$ cat config.mk
export PLATFORM = sky130hd
export DESIGN_NAME = lpp_ram
export DESIGN_NICKNAME = d
export VERILOG_FILES = /design/src/sv/lpp_ram.sv
export SDC_FILE = /design/constraint.sdc
export NUM_CORES = 2
export LEC_CHECK = 0
export ABC_AREA = 0
export BUFFER_PORTS_ARGS = -buffer_cell sky130_fd_sc_hd__buf_2
export CAP_MARGIN = 10
export CORE_ASPECT_RATIO = 0.75
export CORE_MARGIN = 10
export CORE_UTILIZATION = 35
export CTS_BUF_LIST = sky130_fd_sc_hd__clkbuf_16
export CTS_CLUSTER_DIAMETER = 100
export DETAILED_ROUTE_END_ITERATION = 8
export PLACE_DENSITY = 0.53
export SYNTH_ARGS = -nofsm -noshare
export SYNTH_HDL_FRONTEND = slang
export SYNTH_SLANG_ARGS = --single-unit
$ cat constraint.sdc
create_clock -name i_clk -period 2.8 [get_ports i_clk]
set_input_delay 0.28 -clock i_clk [delete_from_list [all_inputs] [get_ports i_clk]]
set_output_delay 0.28 -clock i_clk [all_outputs]
set_load 0.005 [all_outputs]
$ cat src/sv/lpp_ram.sv
// ----------------------------------------------------------------------------
// Generic RAM
// One write port and one read port with registered read data.
// ----------------------------------------------------------------------------
module lpp_ram #(
    parameter int WIDTH = 16,
    parameter int DEPTH = 256
) (
    input  logic                     i_clk,
    input  logic                     i_we,
    input  logic [$clog2(DEPTH)-1:0] i_waddr,
    input  logic [WIDTH-1:0]         i_wdata,
    input  logic                     i_re,
    input  logic [$clog2(DEPTH)-1:0] i_raddr,
    output logic [WIDTH-1:0]         o_rdata
);

    logic [WIDTH-1:0] r_mem [DEPTH];
    logic [WIDTH-1:0] r_rdata;

    // Write port and registered read port; read data holds without a read.
    always_ff @(posedge i_clk) begin
        if (i_we) begin
            r_mem[i_waddr] <= i_wdata;
        end
        if (i_re) begin
            r_rdata <= r_mem[i_raddr];
        end
    end

    assign o_rdata = r_rdata;

endmodule

==> run_results.csv <==
group,metric,value,unit
placement,placed_area,0.176,mm²
placement,port_buffers,50,
die,num_rows,214,
synthesis,synth_nets,7395,
synthesis,synth_edf_count,4112,
synthesis,synth_compound_area_share,3.53,%
finish,layout_common_cells,"edfxtp_1, buf_4, mux4_2",
drt,drt_wl_total,467000,µm
power,pwr_density_cell,680,mW/mm²
critical_path,cp_cell_sequence,"mux4_2 -> mux4_2 -> a22o_1 -> o32ai_2 -> nor4_1",
critical_path,path_class,"flip-flop to flip-flop",
synthesis,ys_async_sr_fraction,0,%
critical_path,critPathLaunchType,"flip-flop",
grt,grt_pass1_vias,81300,
die,die-area,0.482,mm²
grt,grt_max_degree,104,
finish,nNetsFinal,8536,
finish,syn_to_final_growth,18.7,%
critical_path,end_kind,"flip-flop",
clocking,clk_latency,950,ps
synthesis,yosysWarnings,0,
drt,drt-wirelength-per-cell,31.4,µm
clocking,clock_path_buffers,4,
hold_path,hold_class,"primary input to flip-flop",
synthesis,netlist-cell-type-count,51,
critical_path,worstPathMaxFanout,1,
critical_path,cp_top_family,"compound AO/OA/AOI/OAI gates",
synthesis,syn_avg_cell_area,21.6,µm²
finish,fin_area,0.189,mm²
timing,grt_setup_unrepaired,"false",
timing,finalSetupViolCount,0,
synthesis,synth.mux.area_fraction,15.5,%
clocking,clk_pin_slew,70,ps
die,die_h,603,µm
timing,finalCriticalPeriod,2740,ps
drt,first_iter_violations,10900,
timing,slew_viol_final,0,
clocking,cts_tree,"yes",
synthesis,synthAdderAreaFrac,0,%
placement,gp_congestion,0.856,
drt,ant_nets,0,
drt,num_vias,82300,
grt,grt_pass1_wl,651000,µm
finish,drive_above_1_share,31.2,%
critical_path,startpoint,"r_mem[55][9]",
critical_path,arrival,3390,ps
hold_path,min_from,"i_we",
synthesis,synth-simple-area-share,1.57,%
job,drv_cap,0,
power,vdd_drop_max,502,µV
critical_path,cp.required,3450,ps
synthesis,ys.flop_type,"edfxtp_1",
drt,via_per_inst,5.53,
critical_path,max_stage_delay,540,ps
drt,drcViolationCount,0,
clocking,cts.htree.levels,5,
timing,relSlewSlack,18.3,%
clocking,cts_buffers,400,
clocking,clock_sinks,4112,
critical_path,crit_top_cell,"mux4_2",
grt,antenna_found_initial,44,
synthesis,synth_cells,7360,
critical_path,r2r_start,"r_mem[55][9]",
grt,grt_remaining_overflow,0,
timing,final.period_utilization,97.9,%
placement,dp.final_hpwl,301000,µm
critical_path,critPathSlowestCell,"o32ai_2",
power,leakage,0.0609,µW
grt,gr-usage-all-layers,18.8,%
synthesis,ys_ff_latch,4112,
die,die_w,798,µm
timing,hold_viol,0,
timing,fin_skew,64.3,ps
power,fin_total_pwr,128000,µW
synthesis,syn_area,0.159,mm²
clocking,cts-root-buf,"clkbuf_16",
timing,fmax,365,MHz
synthesis,synth_top_family_by_area,"multiplexers",
die,ioPinCount,51,
outcome,status,"completed",
synthesis,ys_seq_area_share,77.7,%
die,initial_utilization,35.1,%
timing,tightest_slew,1230,ps
synthesis,synth_xor_xnor_area_share,0,%
critical_path,critical_path_buf_inv_count,0,
die,coreArea,0.453,mm²
finish,final_common_cell,"edfxtp_1",
drt,drt_pass1_iterations,5,
==> sequential cells by signal, summed over array words and instances (netlist names) <==
signal,count
o_rdata,16
r_mem,4096
==> final cells by class <==
class                           instances  area (µm²)
Fill cell                           39400      264000
Sequential cell                      4112      123000
Multi-Input combinational cell       2792       33200
Timing Repair Buffer                 1191       11700
Clock buffer                          407       10200
Tap cell                             6048        7570
Clock inverter                        306        2380
Inverter                                4        27.5
Antenna cell                           10        25.0
==> Yosys cell counts, drive strengths merged (43+ instances only) <==
| cell | instances | share of area [%] |
|---|---|---|
| edfxtp | 4112 | 78 |
| mux4 | 797 | 11 |
| mux2i | 565 | 3.6 |
| nor2 | 304 | 0.72 |
| o221ai | 253 | 1.4 |
| clkbuf | 230 | 0.54 |
| buf | 222 | 1.1 |
| a21oi | 175 | 0.55 |
| o22ai | 148 | 0.58 |
| nor3 | 92 | 0.29 |
| mux2 | 88 | 0.62 |
| a22oi | 43 | 0.20 |
==> worst register-to-register path, cell delays in order (launching register included) <==
cell and delay [ps]:
edfxtp_1 370, mux4_2 480, mux4_2 470, a22o_1 450
o32ai_2 560, nor4_1 130
==> power breakdown <==
| group | internal [µW] | switching, µW |
|---|---|---|
| Sequential | 67900 | 80.5 |
| Combinational | 2990 | 4670 |
| Clock | 29600 | 23000 |
==> timing repair <==
item	in CTS	in global routing
gates cloned	0	0
endpoints found under the hold margin	988	0
hold buffers	17	0
gates resized for setup	13	12
pin swaps	1	4
setup endpoints to repair	8	8
setup buffers	0	0
==> stage by stage <==
| stage | hold WS [ps] | utilization, % | setup TNS (ps) | std cells | setup WS (ps) |
|---|---|---|---|---|---|
| after floorplan | 379 | - | 0 | 7360 | 271 |
| after global placement | 604 | 38.8 | -12810 | 14100 | -1260 |
| after detailed placement | 617 | 38.8 | -12480 | 14100 | -1160 |
| after CTS | 79.5 | 41.7 | -34.5 | 14900 | -34.5 |
| after global routing | 135 | 41.7 | 0 | 14900 | 1.83 |
| final | 164 | 41.7 | 0 | 14900 | 58.4 |
==> kinds of logic (layout without fill, tap and decap cells) <==
kind of cell,Yosys count,after routing
DFF,4112,4112
muxes,1450,1450
AOI/OAI and AO/OA,786,786
and+or+nand+nor,556,556
buffers and inverters,456,1908
other,0,10
==> layer usage <==
layer	GRT usage, %	vias up	share of wire, %
met3	4.38	526	9.5
met4	4.06	2	2.2
met2	27.5	3626	44
li1	-	33700	-
met1	28.6	44400	45
met5	0	-	0.0028
==> path summary, 6_finish.rpt <==
check / endpoint / slack (ps) / cells past startpoint
worst min-delay path: r_mem[17][10] / 160 / 4
worst max-delay path: o_rdata[9] / 60 / 5
worst min register to register: o_rdata[2] / 1210 / 6
worst max register to register: o_rdata[9] / 60 / 5
(Power assumes the default switching activity.)
