<file path="src/sv/lpp_pkg.sv">
// ----------------------------------------------------------------------------
// LED pattern player package
// Shared constants, payload types and control structs for the player.
// ----------------------------------------------------------------------------
package lpp_pkg;

    // Table geometry.
    localparam int TABLE_DEPTH = 256;
    localparam int FRAME_BITS  = 16;
    localparam int ADDR_W      = $clog2(TABLE_DEPTH);
    localparam int LEN_W       = $clog2(TABLE_DEPTH + 1);

    // Configuration register widths and the widest of them.
    localparam int SEQ_LEN_W = 9;
    localparam int REPEAT_W  = 8;
    localparam int HOLD_W    = 16;
    localparam int MODE_W    = 2;
    localparam int CFG_W     = 16;
    localparam int CFG_IDX_W = 2;

    // Configuration register indexes.
    localparam logic [CFG_IDX_W-1:0] CFG_SEQ_LEN = 2'd0;
    localparam logic [CFG_IDX_W-1:0] CFG_REPEAT  = 2'd1;
    localparam logic [CFG_IDX_W-1:0] CFG_HOLD    = 2'd2;
    localparam logic [CFG_IDX_W-1:0] CFG_MODE    = 2'd3;

    // Direction modes.
    localparam logic [MODE_W-1:0] MODE_FWD      = 2'd0;
    localparam logic [MODE_W-1:0] MODE_BWD      = 2'd1;
    localparam logic [MODE_W-1:0] MODE_FWD_BWD  = 2'd2;
    localparam logic [MODE_W-1:0] MODE_BWD_FWD  = 2'd3;

    // Input transaction kinds.
    typedef enum logic [1:0] {
        KIND_LOAD  = 2'd0,
        KIND_START = 2'd1,
        KIND_TICK  = 2'd2,
        KIND_STOP  = 2'd3
    } t_kind;

    // Input transaction payload.
    typedef struct packed {
        t_kind       kind;
        logic [7:0]  frame_address;
        logic [15:0] frame_word;
    } t_in_item;

    // Result transaction payload.
    typedef struct packed {
        logic [15:0] frame;
        logic        playing;
        logic        finished;
    } t_out_item;

    // Result flags produced by the control logic for one transaction.
    typedef struct packed {
        logic show;
        logic playing;
        logic finished;
    } t_step;

    // Frame table access request.
    typedef struct packed {
        logic                  we;
        logic [ADDR_W-1:0]     waddr;
        logic [FRAME_BITS-1:0] wdata;
        logic                  re;
        logic [ADDR_W-1:0]     raddr;
    } t_mem_req;

    // Description of one playback phase.
    typedef struct packed {
        logic              ok;
        logic              fwd;
        logic [ADDR_W-1:0] first;
        logic [ADDR_W-1:0] last;
    } t_phase_info;

endpackage

</file>
<file path="src/sv/lpp_ctrl.sv">
// ----------------------------------------------------------------------------
// LED pattern player control
// Holds the configuration registers and the playback state, and turns each
// accepted transaction into a frame table request and its result flags.
// ----------------------------------------------------------------------------
module lpp_ctrl
    import lpp_pkg::*;
(
    input  logic                 i_clk,
    input  logic                 i_rst_n,
    input  logic                 i_accept,
    input  t_in_item             i_item,
    input  logic                 i_cfg_we,
    input  logic [CFG_IDX_W-1:0] i_cfg_index,
    input  logic [CFG_W-1:0]     i_cfg_data,
    output t_step                o_step,
    output t_mem_req             o_mem
);

    localparam int CMP_W = (LEN_W > SEQ_LEN_W) ? LEN_W : SEQ_LEN_W;

    // Configuration registers.
    logic [SEQ_LEN_W-1:0] r_seq_len;
    logic [REPEAT_W-1:0]  r_repeat;
    logic [HOLD_W-1:0]    r_hold;
    logic [MODE_W-1:0]    r_mode;

    // Playback state.
    logic [ADDR_W-1:0]   r_position, n_position;
    logic                r_phase, n_phase;
    logic [REPEAT_W-1:0] r_repeats_done, n_repeats_done;
    logic [HOLD_W-1:0]   r_hold_left, n_hold_left;
    logic                r_active, n_active;

    logic [LEN_W-1:0]  eff_len;
    logic [HOLD_W-1:0] eff_hold;
    t_phase_info       pi0, pi1, pi_cur;
    logic              show, fin;
    logic [HOLD_W-1:0] hold_dec;
    logic [REPEAT_W-1:0] rep_inc;

    // Shape of phase p for the current mode and effective length.
    function automatic t_phase_info phase_info(input logic p, input logic [MODE_W-1:0] m,
                                               input logic [LEN_W-1:0] n);
        t_phase_info res;
        logic        f;
        res = '0;
        if (!p) begin
            f      = (m == MODE_FWD) || (m == MODE_FWD_BWD);
            res.ok = 1'b1;
        end else begin
            f      = (m == MODE_BWD_FWD);
            res.ok = (m == MODE_FWD_BWD) || (m == MODE_BWD_FWD);
        end
        res.fwd = f;
        if (f) begin
            res.first = '0;
            res.last  = ADDR_W'(n - LEN_W'(1));
        end else begin
            case (m)
                MODE_BWD: begin
                    res.first = ADDR_W'(n - LEN_W'(1));
                    res.last  = '0;
                end
                MODE_FWD_BWD: begin
                    res.ok    = res.ok && (n >= LEN_W'(3));
                    res.first = ADDR_W'(n - LEN_W'(2));
                    res.last  = ADDR_W'(1);
                end
                MODE_BWD_FWD: begin
                    res.ok    = res.ok && (n >= LEN_W'(2));
                    res.first = ADDR_W'(n - LEN_W'(1));
                    res.last  = ADDR_W'(1);
                end
                default: begin
                    res.ok = 1'b0;
                end
            endcase
        end
        return res;
    endfunction

    // Effective length and hold time after clamping.
    always_comb begin
        if (r_seq_len == '0) begin
            eff_len = LEN_W'(1);
        end else if (CMP_W'(r_seq_len) > CMP_W'(TABLE_DEPTH)) begin
            eff_len = LEN_W'(TABLE_DEPTH);
        end else begin
            eff_len = LEN_W'(r_seq_len);
        end
        eff_hold = (r_hold == '0) ? HOLD_W'(1) : r_hold;
    end

    assign pi0    = phase_info(1'b0, r_mode, eff_len);
    assign pi1    = phase_info(1'b1, r_mode, eff_len);
    assign pi_cur = r_phase ? pi1 : pi0;
    assign hold_dec = (r_hold_left != '0) ? r_hold_left - HOLD_W'(1) : '0;
    assign rep_inc  = r_repeats_done + REPEAT_W'(1);

    // Next playback state for the transaction being accepted.
    always_comb begin
        n_position     = r_position;
        n_phase        = r_phase;
        n_repeats_done = r_repeats_done;
        n_hold_left    = r_hold_left;
        n_active       = r_active;
        show           = 1'b0;
        fin            = 1'b0;
        case (i_item.kind)
            KIND_START: begin
                n_repeats_done = '0;
                if (r_repeat == '0 || !(pi0.ok || pi1.ok)) begin
                    n_active = 1'b0;
                    fin      = 1'b1;
                end else begin
                    n_active   = 1'b1;
                    show       = 1'b1;
                    n_phase    = !pi0.ok;
                    n_position = pi0.ok ? pi0.first : pi1.first;
                end
            end
            KIND_TICK: begin
                if (r_active) begin
                    n_hold_left = hold_dec;
                    if (hold_dec == '0) begin
                        if (pi_cur.ok && pi_cur.fwd && r_position < pi_cur.last) begin
                            n_position = r_position + ADDR_W'(1);
                            show       = 1'b1;
                        end else if (pi_cur.ok && !pi_cur.fwd
                                     && r_position > pi_cur.last) begin
                            n_position = r_position - ADDR_W'(1);
                            show       = 1'b1;
                        end else if (!r_phase && pi1.ok) begin
                            n_phase    = 1'b1;
                            n_position = pi1.first;
                            show       = 1'b1;
                        end else begin
                            // End of one repetition of the whole sequence.
                            n_repeats_done = rep_inc;
                            if (rep_inc >= r_repeat || !(pi0.ok || pi1.ok)) begin
                                n_active = 1'b0;
                                fin      = 1'b1;
                            end else begin
                                n_phase    = !pi0.ok;
                                n_position = pi0.ok ? pi0.first : pi1.first;
                                show       = 1'b1;
                            end
                        end
                    end
                end
            end
            KIND_STOP: begin
                n_active = 1'b0;
            end
            default: begin
            end
        endcase
        if (show) begin
            n_hold_left = eff_hold;
        end
    end

    // Frame table requests: loads write, a newly shown frame is read.
    always_comb begin
        o_mem.we    = i_accept && (i_item.kind == KIND_LOAD)
                      && (int'(i_item.frame_address) < TABLE_DEPTH);
        o_mem.waddr = ADDR_W'(i_item.frame_address);
        o_mem.wdata = FRAME_BITS'(i_item.frame_word);
        o_mem.re    = i_accept && show;
        o_mem.raddr = n_position;
    end

    assign o_step.show     = show;
    assign o_step.playing  = n_active;
    assign o_step.finished = fin;

    // Configuration writes and playback state registers.
    always_ff @(posedge i_clk) begin
        if (!i_rst_n) begin
            r_seq_len      <= SEQ_LEN_W'(1);
            r_repeat       <= REPEAT_W'(1);
            r_hold         <= HOLD_W'(1);
            r_mode         <= MODE_FWD;
            r_position     <= '0;
            r_phase        <= 1'b0;
            r_repeats_done <= '0;
            r_hold_left    <= '0;
            r_active       <= 1'b0;
        end else begin
            if (i_cfg_we) begin
                case (i_cfg_index)
                    CFG_SEQ_LEN: r_seq_len <= i_cfg_data[SEQ_LEN_W-1:0];
                    CFG_REPEAT:  r_repeat  <= i_cfg_data[REPEAT_W-1:0];
                    CFG_HOLD:    r_hold    <= i_cfg_data[HOLD_W-1:0];
                    CFG_MODE:    r_mode    <= i_cfg_data[MODE_W-1:0];
                    default: begin
                    end
                endcase
            end
            if (i_accept) begin
                r_position     <= n_position;
                r_phase        <= n_phase;
                r_repeats_done <= n_repeats_done;
                r_hold_left    <= n_hold_left;
                r_active       <= n_active;
            end
        end
    end

endmodule

</file>
<file path="config.mk">
export PLATFORM = sky130hd
export DESIGN_NAME = lpp_ctrl
export DESIGN_NICKNAME = d
export VERILOG_FILES = /design/src/sv/lpp_pkg.sv /design/src/sv/lpp_ctrl.sv
export SDC_FILE = /design/constraint.sdc
export NUM_CORES = 1
export LEC_CHECK = 0
export ABC_AREA = 1
export ABC_CLOCK_PERIOD_IN_PS = 4800
export BUFFER_PORTS_ARGS = -buffer_cell sky130_fd_sc_hd__buf_4
export CORE_UTILIZATION = 35
export CTS_CLUSTER_SIZE = 25
export DETAILED_ROUTE_END_ITERATION = 7
export GPL_TIMING_DRIVEN = 0
export PLACE_DENSITY_LB_ADDON = 0.15
export SYNTH_ARGS = -nofsm -noshare
export SYNTH_HDL_FRONTEND = slang
export SYNTH_SLANG_ARGS = --single-unit
</file>
<file path="constraint.sdc">
create_clock -name i_clk -period 4.8 [get_ports i_clk]
set_input_delay 0.24 -clock i_clk [delete_from_list [all_inputs] [get_ports i_clk]]
set_output_delay 0.24 -clock i_clk [all_outputs]
set_load 0.01 [all_outputs]
</file>
==> reports/results.ini, run 1 <==
[outcome]
outcome = completed

[worst_setup_path]
cp-end-kind = output pin
r2r_cells = 27
r2r_end = r_hold_left[12]
critPathLaunchType = register
worstSetupPathType = reg2out
cp_max_fo = 10
worst_ep_required_time_ns = 4.56
startpoint = r_seq_len[8]
r2r_slack_ns = 0.76
cp_data_arrival_time_ns = 4.17
regToRegStartpoint = r_seq_len[8]

[die]
row_count = 47
die_h_um = 133
die_x_um = 133
fp.dieArea_um2 = 17700
ios = 85
start_util_pct = 36.0
core_area_um2 = 16700

[finish]
fill_cells = 1884
final_common_cell = nand2_1
nNetsFinal = 1157
final_cell_count_no_fill = 1299
layout-drive-gt1-share_pct = 14.0
antenna_cells = 0
areaGrowthSynthToFinish_pct = 18.0
final_cell_mix = 258 x nand2_1, 129 x nor2_1, 118 x inv_1

[synth]
synth_nets = 1083
yosys_register_bits = 69
synth-edff-count = 0
syn_area_um2 = 6020
synth.distinct_cells = 46
async_flop_share_pct = 0
synth_warnings = 0
syn_area_per_cell_um2 = 6.02
ys.flop_type = dfxtp_1
synthCells = 1000
yosysSeqAreaShare_pct = 23.0

[global_routing]
grt_pass1_vias = 5923
grt_start_max_net_pins = 14
grt_overflow = 0
antenna_found_initial = 0
track_usage_pct = 21.3
grt_pass1_wl_mm = 30.0

[sta]
fin_crit_sh_pct = 91.9
min_period_ns = 4.41
skew_ns = 0.0100
tns_ns = 0
rsz0062_at_grt = no
maxSlewViolCount = 0
fmax_mhz = 227
worstMarginPinSlew_ns = 0.601
setup_viol = 0
final_hold_viol_count = 0
slew_headroom_pct = 59.9

[detailed_routing]
ant_nets = 0
wl_per_cell_um = 14.2
vias = 6413
dr.pass1.iters = 5
drt-initial-drc-count = 412
routed_wl_mm = 18.4
remaining_drc_errors = 0
viasPerCell = 4.94

[worst_hold_path]
hold_depth = 3
hold_path_end = r_hold[15]
worstHoldPathType = in2reg
hp-start = i_cfg_data[15]

[clock_network]
h-tree-depth = 3
numCtsBuffers = 9
clk_path_buf_depth = 2
cts.sinks = 69
cts_tree = done
clk_pin_slew_ns = 0.06
clk_latency_ns = 0.35
cts_root_buf = clkbuf_16

[placed_design]
dp_cells = 1280
gp_congestion = 0.926
port_buffers = 60
hpwl_mm = 14.5

[power_and_ir_drop]
powerDensity_nw_per_um2 = 303
vdd_drop_max_uv = 233
leakage_nw = 3.55

[flow_run]
max_cap_violations = 0

[critical path: stages (launching register included)]
cell	delay, ns
dfxtp_1	0.32
inv_2	0.04
buf_4	0.16
nand2_2	0.14
ha_2	0.24
inv_1	0.06
nor2_1	0.16
inv_1	0.13
nor2_2	0.13
nand2_1	0.07
nand2_1	0.11
nand3_1	0.09
ha_1	0.31
nand2_1	0.07
nor2_1	0.14
nand2_1	0.07
o211ai_1	0.17
o211a_1	0.28
nand3_4	0.15
nand2_4	0.16
o21ai_2	0.09
o21ai_4	0.19
nand2_4	0.12
buf_6	0.17
inv_1	0.05
buf_4	0.09
buf_4	0.10
[stage by stage]
| step | total power, mW | util (%) | hold WS [ns] | cell area (µm²) | setup slack, ns |
|---|---|---|---|---|---|
| floorplan | 1.25 | - | 0.366 | 6020 | 1.12 |
| global placement | 1.48 | 40.4 | 0.455 | 6740 | 0.152 |
| detailed placement | 1.48 | 40.4 | 0.460 | 6740 | 0.187 |
| CTS | 2.13 | 42.1 | 0.109 | 7030 | 0.00475 |
| global route | 2.30 | 42.5 | 0.119 | 7100 | 0.0306 |
| finish | 2.15 | 42.5 | 0.115 | 7100 | 0.387 |
[power breakdown]
group | internal, mW | switching (mW)
sequential | 0.605 | 0.0321
combinational | 0.316 | 0.551
clock | 0.367 | 0.281
[sequential cells by signal (all words and copies together), names as in the netlist]
signal and cells:
r_hold 16, r_hold_left 16, r_seq_len 9, r_position 8
r_repeat 8, r_repeats_done 8, r_mode 2, r_active 1
r_phase 1
[synthesized netlist by cell type, types with 3 or more instances]
master	number	area (µm²)
nand2_1	260	976
nand4_1	8	50.1
or2_2	4	25.0
inv_2	4	15.0
nand2_2	5	31.3
ha_1	35	438
buf_4	28	210
clkbuf_8	3	41.3
xnor2_1	4	35.0
dfxtp_1	69	1380
nor4_1	10	62.6
a21oi_1	67	335
clkbuf_1	16	60.1
nor2_1	131	492
xor2_1	21	184
o21ai_0	75	375
buf_6	4	45.0
buf_2	4	20.0
nand3_1	84	420
inv_1	119	447
nor3_1	18	90.1
[layout make-up]
cell class / count / area [µm²] / share of cell area (%)
clock inverter: 6 / 43.8 / 0.617
inverter: 125 / 469 / 6.61
tap: 220 / 275 / 3.88
sequential: 69 / 1380 / 19.5
clock buffer: 10 / 239 / 3.37
multi-input combinational: 748 / 3800 / 53.6
timing repair buffer: 63 / 473 / 6.66
buffer: 58 / 417 / 5.87
[routing by layer]
metal	GRT usage (%)	part of all wire (%)
met4	7.01	2.4
met2	33.6	43
met1	29.6	50
met3	3.16	4.6
met5	0	0
[repair_timing]
action	CTS	global route
pin swaps	0	2
hold buffers	0	0
cloned	0	0
endpoints found under the setup margin	3	11
resized for setup	1	13
setup buffers	0	3
[how the worst max path moves through the flow]
stage / to
after global placement: o_step[2]
after CTS: o_step[2]
after detailed placement: o_step[2]
after global routing: o_step[1]
final: o_step[2]
after floorplan: o_mem[8]
[logic make-up after synthesis]
family | Yosys count | share of synthesized area (%)
flops | 69 | 23.0
xor+xnor | 25 | 3.64
simple gates | 529 | 37.1
buf+inv | 183 | 14.7
compound gates | 159 | 14.3
fa+ha+maj | 35 | 7.28
No activity file was read; power rests on OpenSTA's default activity.
==> run 2: changes to the inputs <==
Settings changed: ABC_CLOCK_PERIOD_IN_PS 4800 to 4270.
Clock period 4.8 ns to 4.27 ns, I/O delays scaled along.
==> run 2 against run 1 <==
  * Global-route usage rose by 0.064 points
  * Largest power group unchanged
  * Sequential share of layout area fell by 0.50 points
  * Critical endpoint is now o_mem[0]
  * Power rose by 15%
  * Largest cell class unchanged
  * Worst hold slack got worse by 0.025 ns
  * Via count rose by 1.6%
  * Utilization rose by 1.3 points
  * Critical path depth fell by 1
  * Cell area rose by 3.2%
==> reports/results.ini, run 2 (same netlist as run 1, synthesis figures left out) <==
[clock_network]
clk_latency_ns = 0.35
cts_tree = done
cts_root_buf = clkbuf_16
h-tree-depth = 3
cts.sinks = 69
cts_hold_buf = 0
numCtsBuffers = 9
clk_pin_slew_ns = 0.06
clk_path_buf_depth = 2

[detailed_routing]
drt-initial-drc-count = 379
routed_wl_mm = 18.6
remaining_drc_errors = 0
ant_nets = 0
dr.pass1.iters = 6
vias = 6517
wl_per_cell_um = 14.2
viasPerCell = 4.97

[die]
core_area_um2 = 16700
start_util_pct = 36.0
ios = 85
die_h_um = 133
row_count = 47
fp.dieArea_um2 = 17700
die_x_um = 133

[sta]
fmax_mhz = 248
worstMarginPinSlew_ns = 0.573
worst_slack_ns = 0.231
maxSlewViolCount = 0
min_period_ns = 4.04
fin_crit_sh_pct = 94.6
setup_viol = 0
slew_headroom_pct = 61.5
final_hold_viol_count = 0
whs_ns = 0.0904
skew_ns = 0.0110

[finish]
antenna_cells = 0
reg.largest.list = r_hold (16), r_hold_left (16), r_seq_len (9)
final_common_cell = nand2_1
layout-drive-gt1-share_pct = 17.0
nNetsFinal = 1168
final_cell_count_no_fill = 1310
areaGrowthSynthToFinish_pct = 21.7
final_cell_mix = 256 x nand2_1, 125 x nor2_1, 114 x inv_1
finalCoreUtilization_pct = 43.9

[global_routing]
grt_start_max_net_pins = 14
track_usage_pct = 21.3
grt_overflow = 0
grt_pass1_wl_mm = 30.2
antenna_found_initial = 0
grt_pass1_vias = 5970

[flow_run]
max_cap_violations = 0

[power_and_ir_drop]
vdd_drop_max_uv = 262
leakage_nw = 3.62
powerDensity_nw_per_um2 = 338

[worst_setup_path]
max_stage_delay_ns = 0.33
regToRegStartpoint = r_seq_len[6]
startpoint = r_seq_len[6]
critical_path.slowest_cell = dfxtp_1
cp-end-kind = output pin
r2r_cells = 25
worst_ep_required_time_ns = 4.06
r2r_slack_ns = 0.61
cp_data_arrival_time_ns = 3.83
r2r_end = r_hold_left[13]
cp_max_fo = 7
cp-endpoint = o_mem[0]
cp_common_cell = nand2_1
worstSetupPathType = reg2out
critPathLaunchType = register

[placed_design]
port_buffers = 60
hpwl_mm = 14.5
place_ws_ns = -0.316
gp_congestion = 0.926
dp_cells = 1280

[worst_hold_path]
worstHoldPathType = in2reg

[outcome]
outcome = completed

-- run 2: changes by cell type in the layout (fill, tap and decap cells not counted), moves of 3 or more --
cell	change
inv_1	-4
ha_4	+4
nor2_1	-4
dfxtp_2	+3
inv_2	+4
ha_1	-4
buf_4	+10
dfxtp_1	-4
-- run 2: worst max-delay path, delay by kind of cell (launching register included) --
kind	cells	cell delay, ns
buffers and inverters	6	0.79
and+or+nand+nor	12	1.12
DFF	1	0.33
adders and majority gates	2	0.54
AOI/OAI and AO/OA	5	0.67
-- run 2: timing repair --
item / CTS / global route
gates resized for setup: 19 / 29
setup buffers: 2 / 12
pin swaps: 2 / 8
endpoints found under the setup margin: 29 / 19
-- run 2: worst min path at each step --
stage | end | slack, ns | depth (start not counted) | from
floorplan | r_seq_len[0] | 0.34 | 2 | i_cfg_data[0]
global placement | r_hold[9] | 0.43 | 3 | i_cfg_data[9]
detailed placement | r_hold[15] | 0.44 | 3 | i_cfg_data[15]
CTS | r_hold[15] | 0.08 | 3 | i_cfg_data[15]
global route | r_hold[15] | 0.09 | 3 | i_cfg_data[15]
finish | r_hold[15] | 0.09 | 3 | i_cfg_data[15]
-- run 2: layer usage --
metal / GRT usage (%) / vias to the layer above / part of all wire, %
li1: - / 3358 / -
met1: 29.4 / 2943 / 49
met2: 33.8 / 188 / 44
met3: 3.42 / 28 / 5.0
met4: 7.01 / 0 / 2.0
met5: 0 / - / 0
-- run 2: report_power, final --
group / leakage (nW) / switching [mW] / total [mW] / internal, mW
combinational: 2.92 / 0.640 / 1.03 / 0.394
sequential: 0.566 / 0.0374 / 0.717 / 0.680
clock: 0.139 / 0.315 / 0.727 / 0.412
-- run 2: area by class of cell --
cell class,instances,area (µm²)
repair buffers,74,556
multi-input cells,748,3940
well taps,220,275
clock buffers,10,239
clock inverters,6,43.8
plain buffers,58,420
fillers,1859,9370
inverters,125,469
flip-flops and latches,69,1390
-- run 2: through the flow --
stage	instance area [µm²]	power, mW	TNS, ns
after floorplan	6020	1.40	0
after global placement	6740	1.66	-3.95
after detailed placement	6740	1.66	-3.19
after CTS	7130	2.42	0
after global routing	7330	2.64	-0.0791
final	7330	2.48	0
==> run 3: changes to the inputs <==
Settings changed: ABC_CLOCK_PERIOD_IN_PS 4270 to 4700, PLACE_DENSITY_LB_ADDON 0.15 to 0.3.
Clock period 4.27 ns to 4.7 ns, I/O delays scaled along.
==> run 3 against run 2 <==
  * Worst setup slack gained 0.056 ns
  * Clock power is 0.6% higher
  * Worst hold slack better by 0.016 ns
  * Combinational power is 15% lower
  * Final cell count decreased by 0.84%
  * Largest cell class unchanged
  * Largest power group unchanged
==> reports/results.ini, run 3 (same netlist as run 1, synthesis figures left out) <==
[sta]
fmax_mhz = 227
min_period_ns = 4.41
skew_ns = 0.0112
setup_viol = 0
final_hold_viol_count = 0
slew_headroom_pct = 60.2
maxSlewViolCount = 0
whs_ns = 0.107
worstMarginPinSlew_ns = 0.593
fin_crit_sh_pct = 93.9

[worst_setup_path]
regToRegStartpoint = r_seq_len[2]
cp_data_arrival_time_ns = 4.18
r2r_slack_ns = 0.68
worstSetupPathType = reg2out
r2r_end = r_hold_left[12]
critPathLaunchType = register
r2r_cells = 24
cp-end-kind = output pin
cp_max_fo = 10
worst_ep_required_time_ns = 4.47

[clock_network]
numCtsBuffers = 9
cts.sinks = 69
cts_tree = done
clk_path_buf_depth = 2
cts_root_buf = clkbuf_16
h-tree-depth = 3
clk_pin_slew_ns = 0.07
clk_latency_ns = 0.35

[detailed_routing]
remaining_drc_errors = 0
ant_nets = 0
dr.pass1.iters = 5
wl_per_cell_um = 13.4
viasPerCell = 4.97
vias = 6459
drt-initial-drc-count = 430
routed_wl_mm = 17.4

[global_routing]
grt_pass1_vias = 5747
grt_pass1_wl_mm = 28.2
track_usage_pct = 19.8
antenna_found_initial = 0
grt_start_max_net_pins = 16
grt_overflow = 0

[die]
ios = 85
die_x_um = 133
row_count = 47
die_h_um = 133
start_util_pct = 36.0
core_area_um2 = 16700
fp.dieArea_um2 = 17700

[placed_design]
port_buffers = 60
hpwl_mm = 13.6
place_area_um2 = 6740
gp_congestion = 0.921

[power_and_ir_drop]
p_switching_uw = 891
leakage_nw = 3.56
pwr-share-seq_pct = 28.9
cell_internal_pwr_mw = 1.36
clockPowerShare_pct = 32.4
combPwrFrac_pct = 38.7
powerDensity_nw_per_um2 = 316
vdd_drop_max_uv = 221
netSwitchingFraction_pct = 39.5

[worst_hold_path]
hold_path_end = r_hold[12]
hold_depth = 3
hp-start = i_cfg_data[12]
worstHoldPathType = in2reg

[finish]
final_cell_mix = 258 x nand2_1, 129 x nor2_1, 119 x inv_1
reg.largest.list = r_hold (16), r_hold_left (16), r_seq_len (9)
layout-drive-gt1-share_pct = 14.1
final_common_cell = nand2_1
fill_cells = 1850
stdcell_area_um2 = 7140
areaGrowthSynthToFinish_pct = 18.6
nNetsFinal = 1157
antenna_cells = 0

[flow_run]
max_cap_violations = 0

[outcome]
outcome = completed

## run 3: metal layers
| metal | vias to the layer above | share of wire, % | global-route usage (%) |
|---|---|---|---|
| met4 | 0 | 2.1 | 6.25 |
| li1 | 3323 | - | - |
| met3 | 32 | 4.6 | 3.04 |
| met1 | 2935 | 49 | 27.7 |
| met5 | - | 0 | 0 |
| met2 | 169 | 44 | 31.0 |
## run 3: layout make-up
class / count / area, µm² / share of cell area (%)
multi-input cells: 748 / 3810 / 53.3
clock inverters: 7 / 87.6 / 1.23
inverters: 125 / 469 / 6.58
plain buffers: 58 / 417 / 5.84
clock buffers: 9 / 225 / 3.16
repair buffers: 63 / 473 / 6.63
well taps: 220 / 275 / 3.86
flip-flops and latches: 69 / 1380 / 19.4
## run 3: how the worst max path moves through the flow
stage,startpoint,end,slack [ns],cells after the start
6_report,r_seq_len[2],o_step[2],0.29,23
5_1_grt,r_seq_len[8],o_step[2],-0.03,26
4_1_cts,r_seq_len[8],o_step[2],0.08,26
3_5_place_dp,r_seq_len[2],o_step[2],0.06,23
3_3_place_gp,r_seq_len[2],o_step[2],0.1,23
2_1_floorplan,r_seq_len[8],o_mem[8],1.02,24
## run 3: timing repair
action                                  4_1_cts  5_1_grt
endpoints found under the setup margin        7       10
gates cloned                                  0        0
hold buffers                                  0        0
resized for setup                             2       12
pin swaps                                     1        1
setup buffers                                 1        2
## run 3: critical path: stages, from the launching register on
cell and delay [ns]:
dfxtp_1 0.35, nor2_1 0.12, nand2_1 0.06, nor2_1 0.09, nand2_1 0.07, nand2_2 0.13
inv_1 0.14, ha_1 0.37, or2_2 0.32, ha_1 0.30, a21oi_1 0.06, o21ai_0 0.15
nand2_1 0.06, o211ai_1 0.17, o211a_1 0.29, nand3_4 0.16, nand2_4 0.16, o21ai_2 0.10
o21ai_4 0.21, nand2_4 0.12, buf_6 0.17, inv_1 0.05, buf_4 0.09, buf_4 0.10
## run 3: power by group through the flow
stage	logic (mW)	registers [mW]	clock network, mW
2_1_floorplan	0.624	0.651	0
3_3_place_gp	0.829	0.663	0
3_5_place_dp	0.834	0.663	0
4_1_cts	0.843	0.650	0.744
5_1_grt	0.984	0.655	0.772
6_report	0.873	0.651	0.731
## run 3: through the flow
| stage | setup slack, ns | std cells | total power, mW | util (%) | TNS [ns] |
|---|---|---|---|---|---|
| 6_report | 0.287 | 1299 | 2.26 | 42.7 | 0 |
| 5_1_grt | -0.0305 | 1299 | 2.41 | 42.7 | -0.0478 |
| 4_1_cts | 0.0808 | 1297 | 2.24 | 42.3 | 0 |
| 3_5_place_dp | 0.0648 | 1280 | 1.50 | 40.4 | 0 |
| 3_3_place_gp | 0.0957 | 1280 | 1.49 | 40.4 | 0 |
| 2_1_floorplan | 1.02 | 1000 | 1.28 | - | 0 |
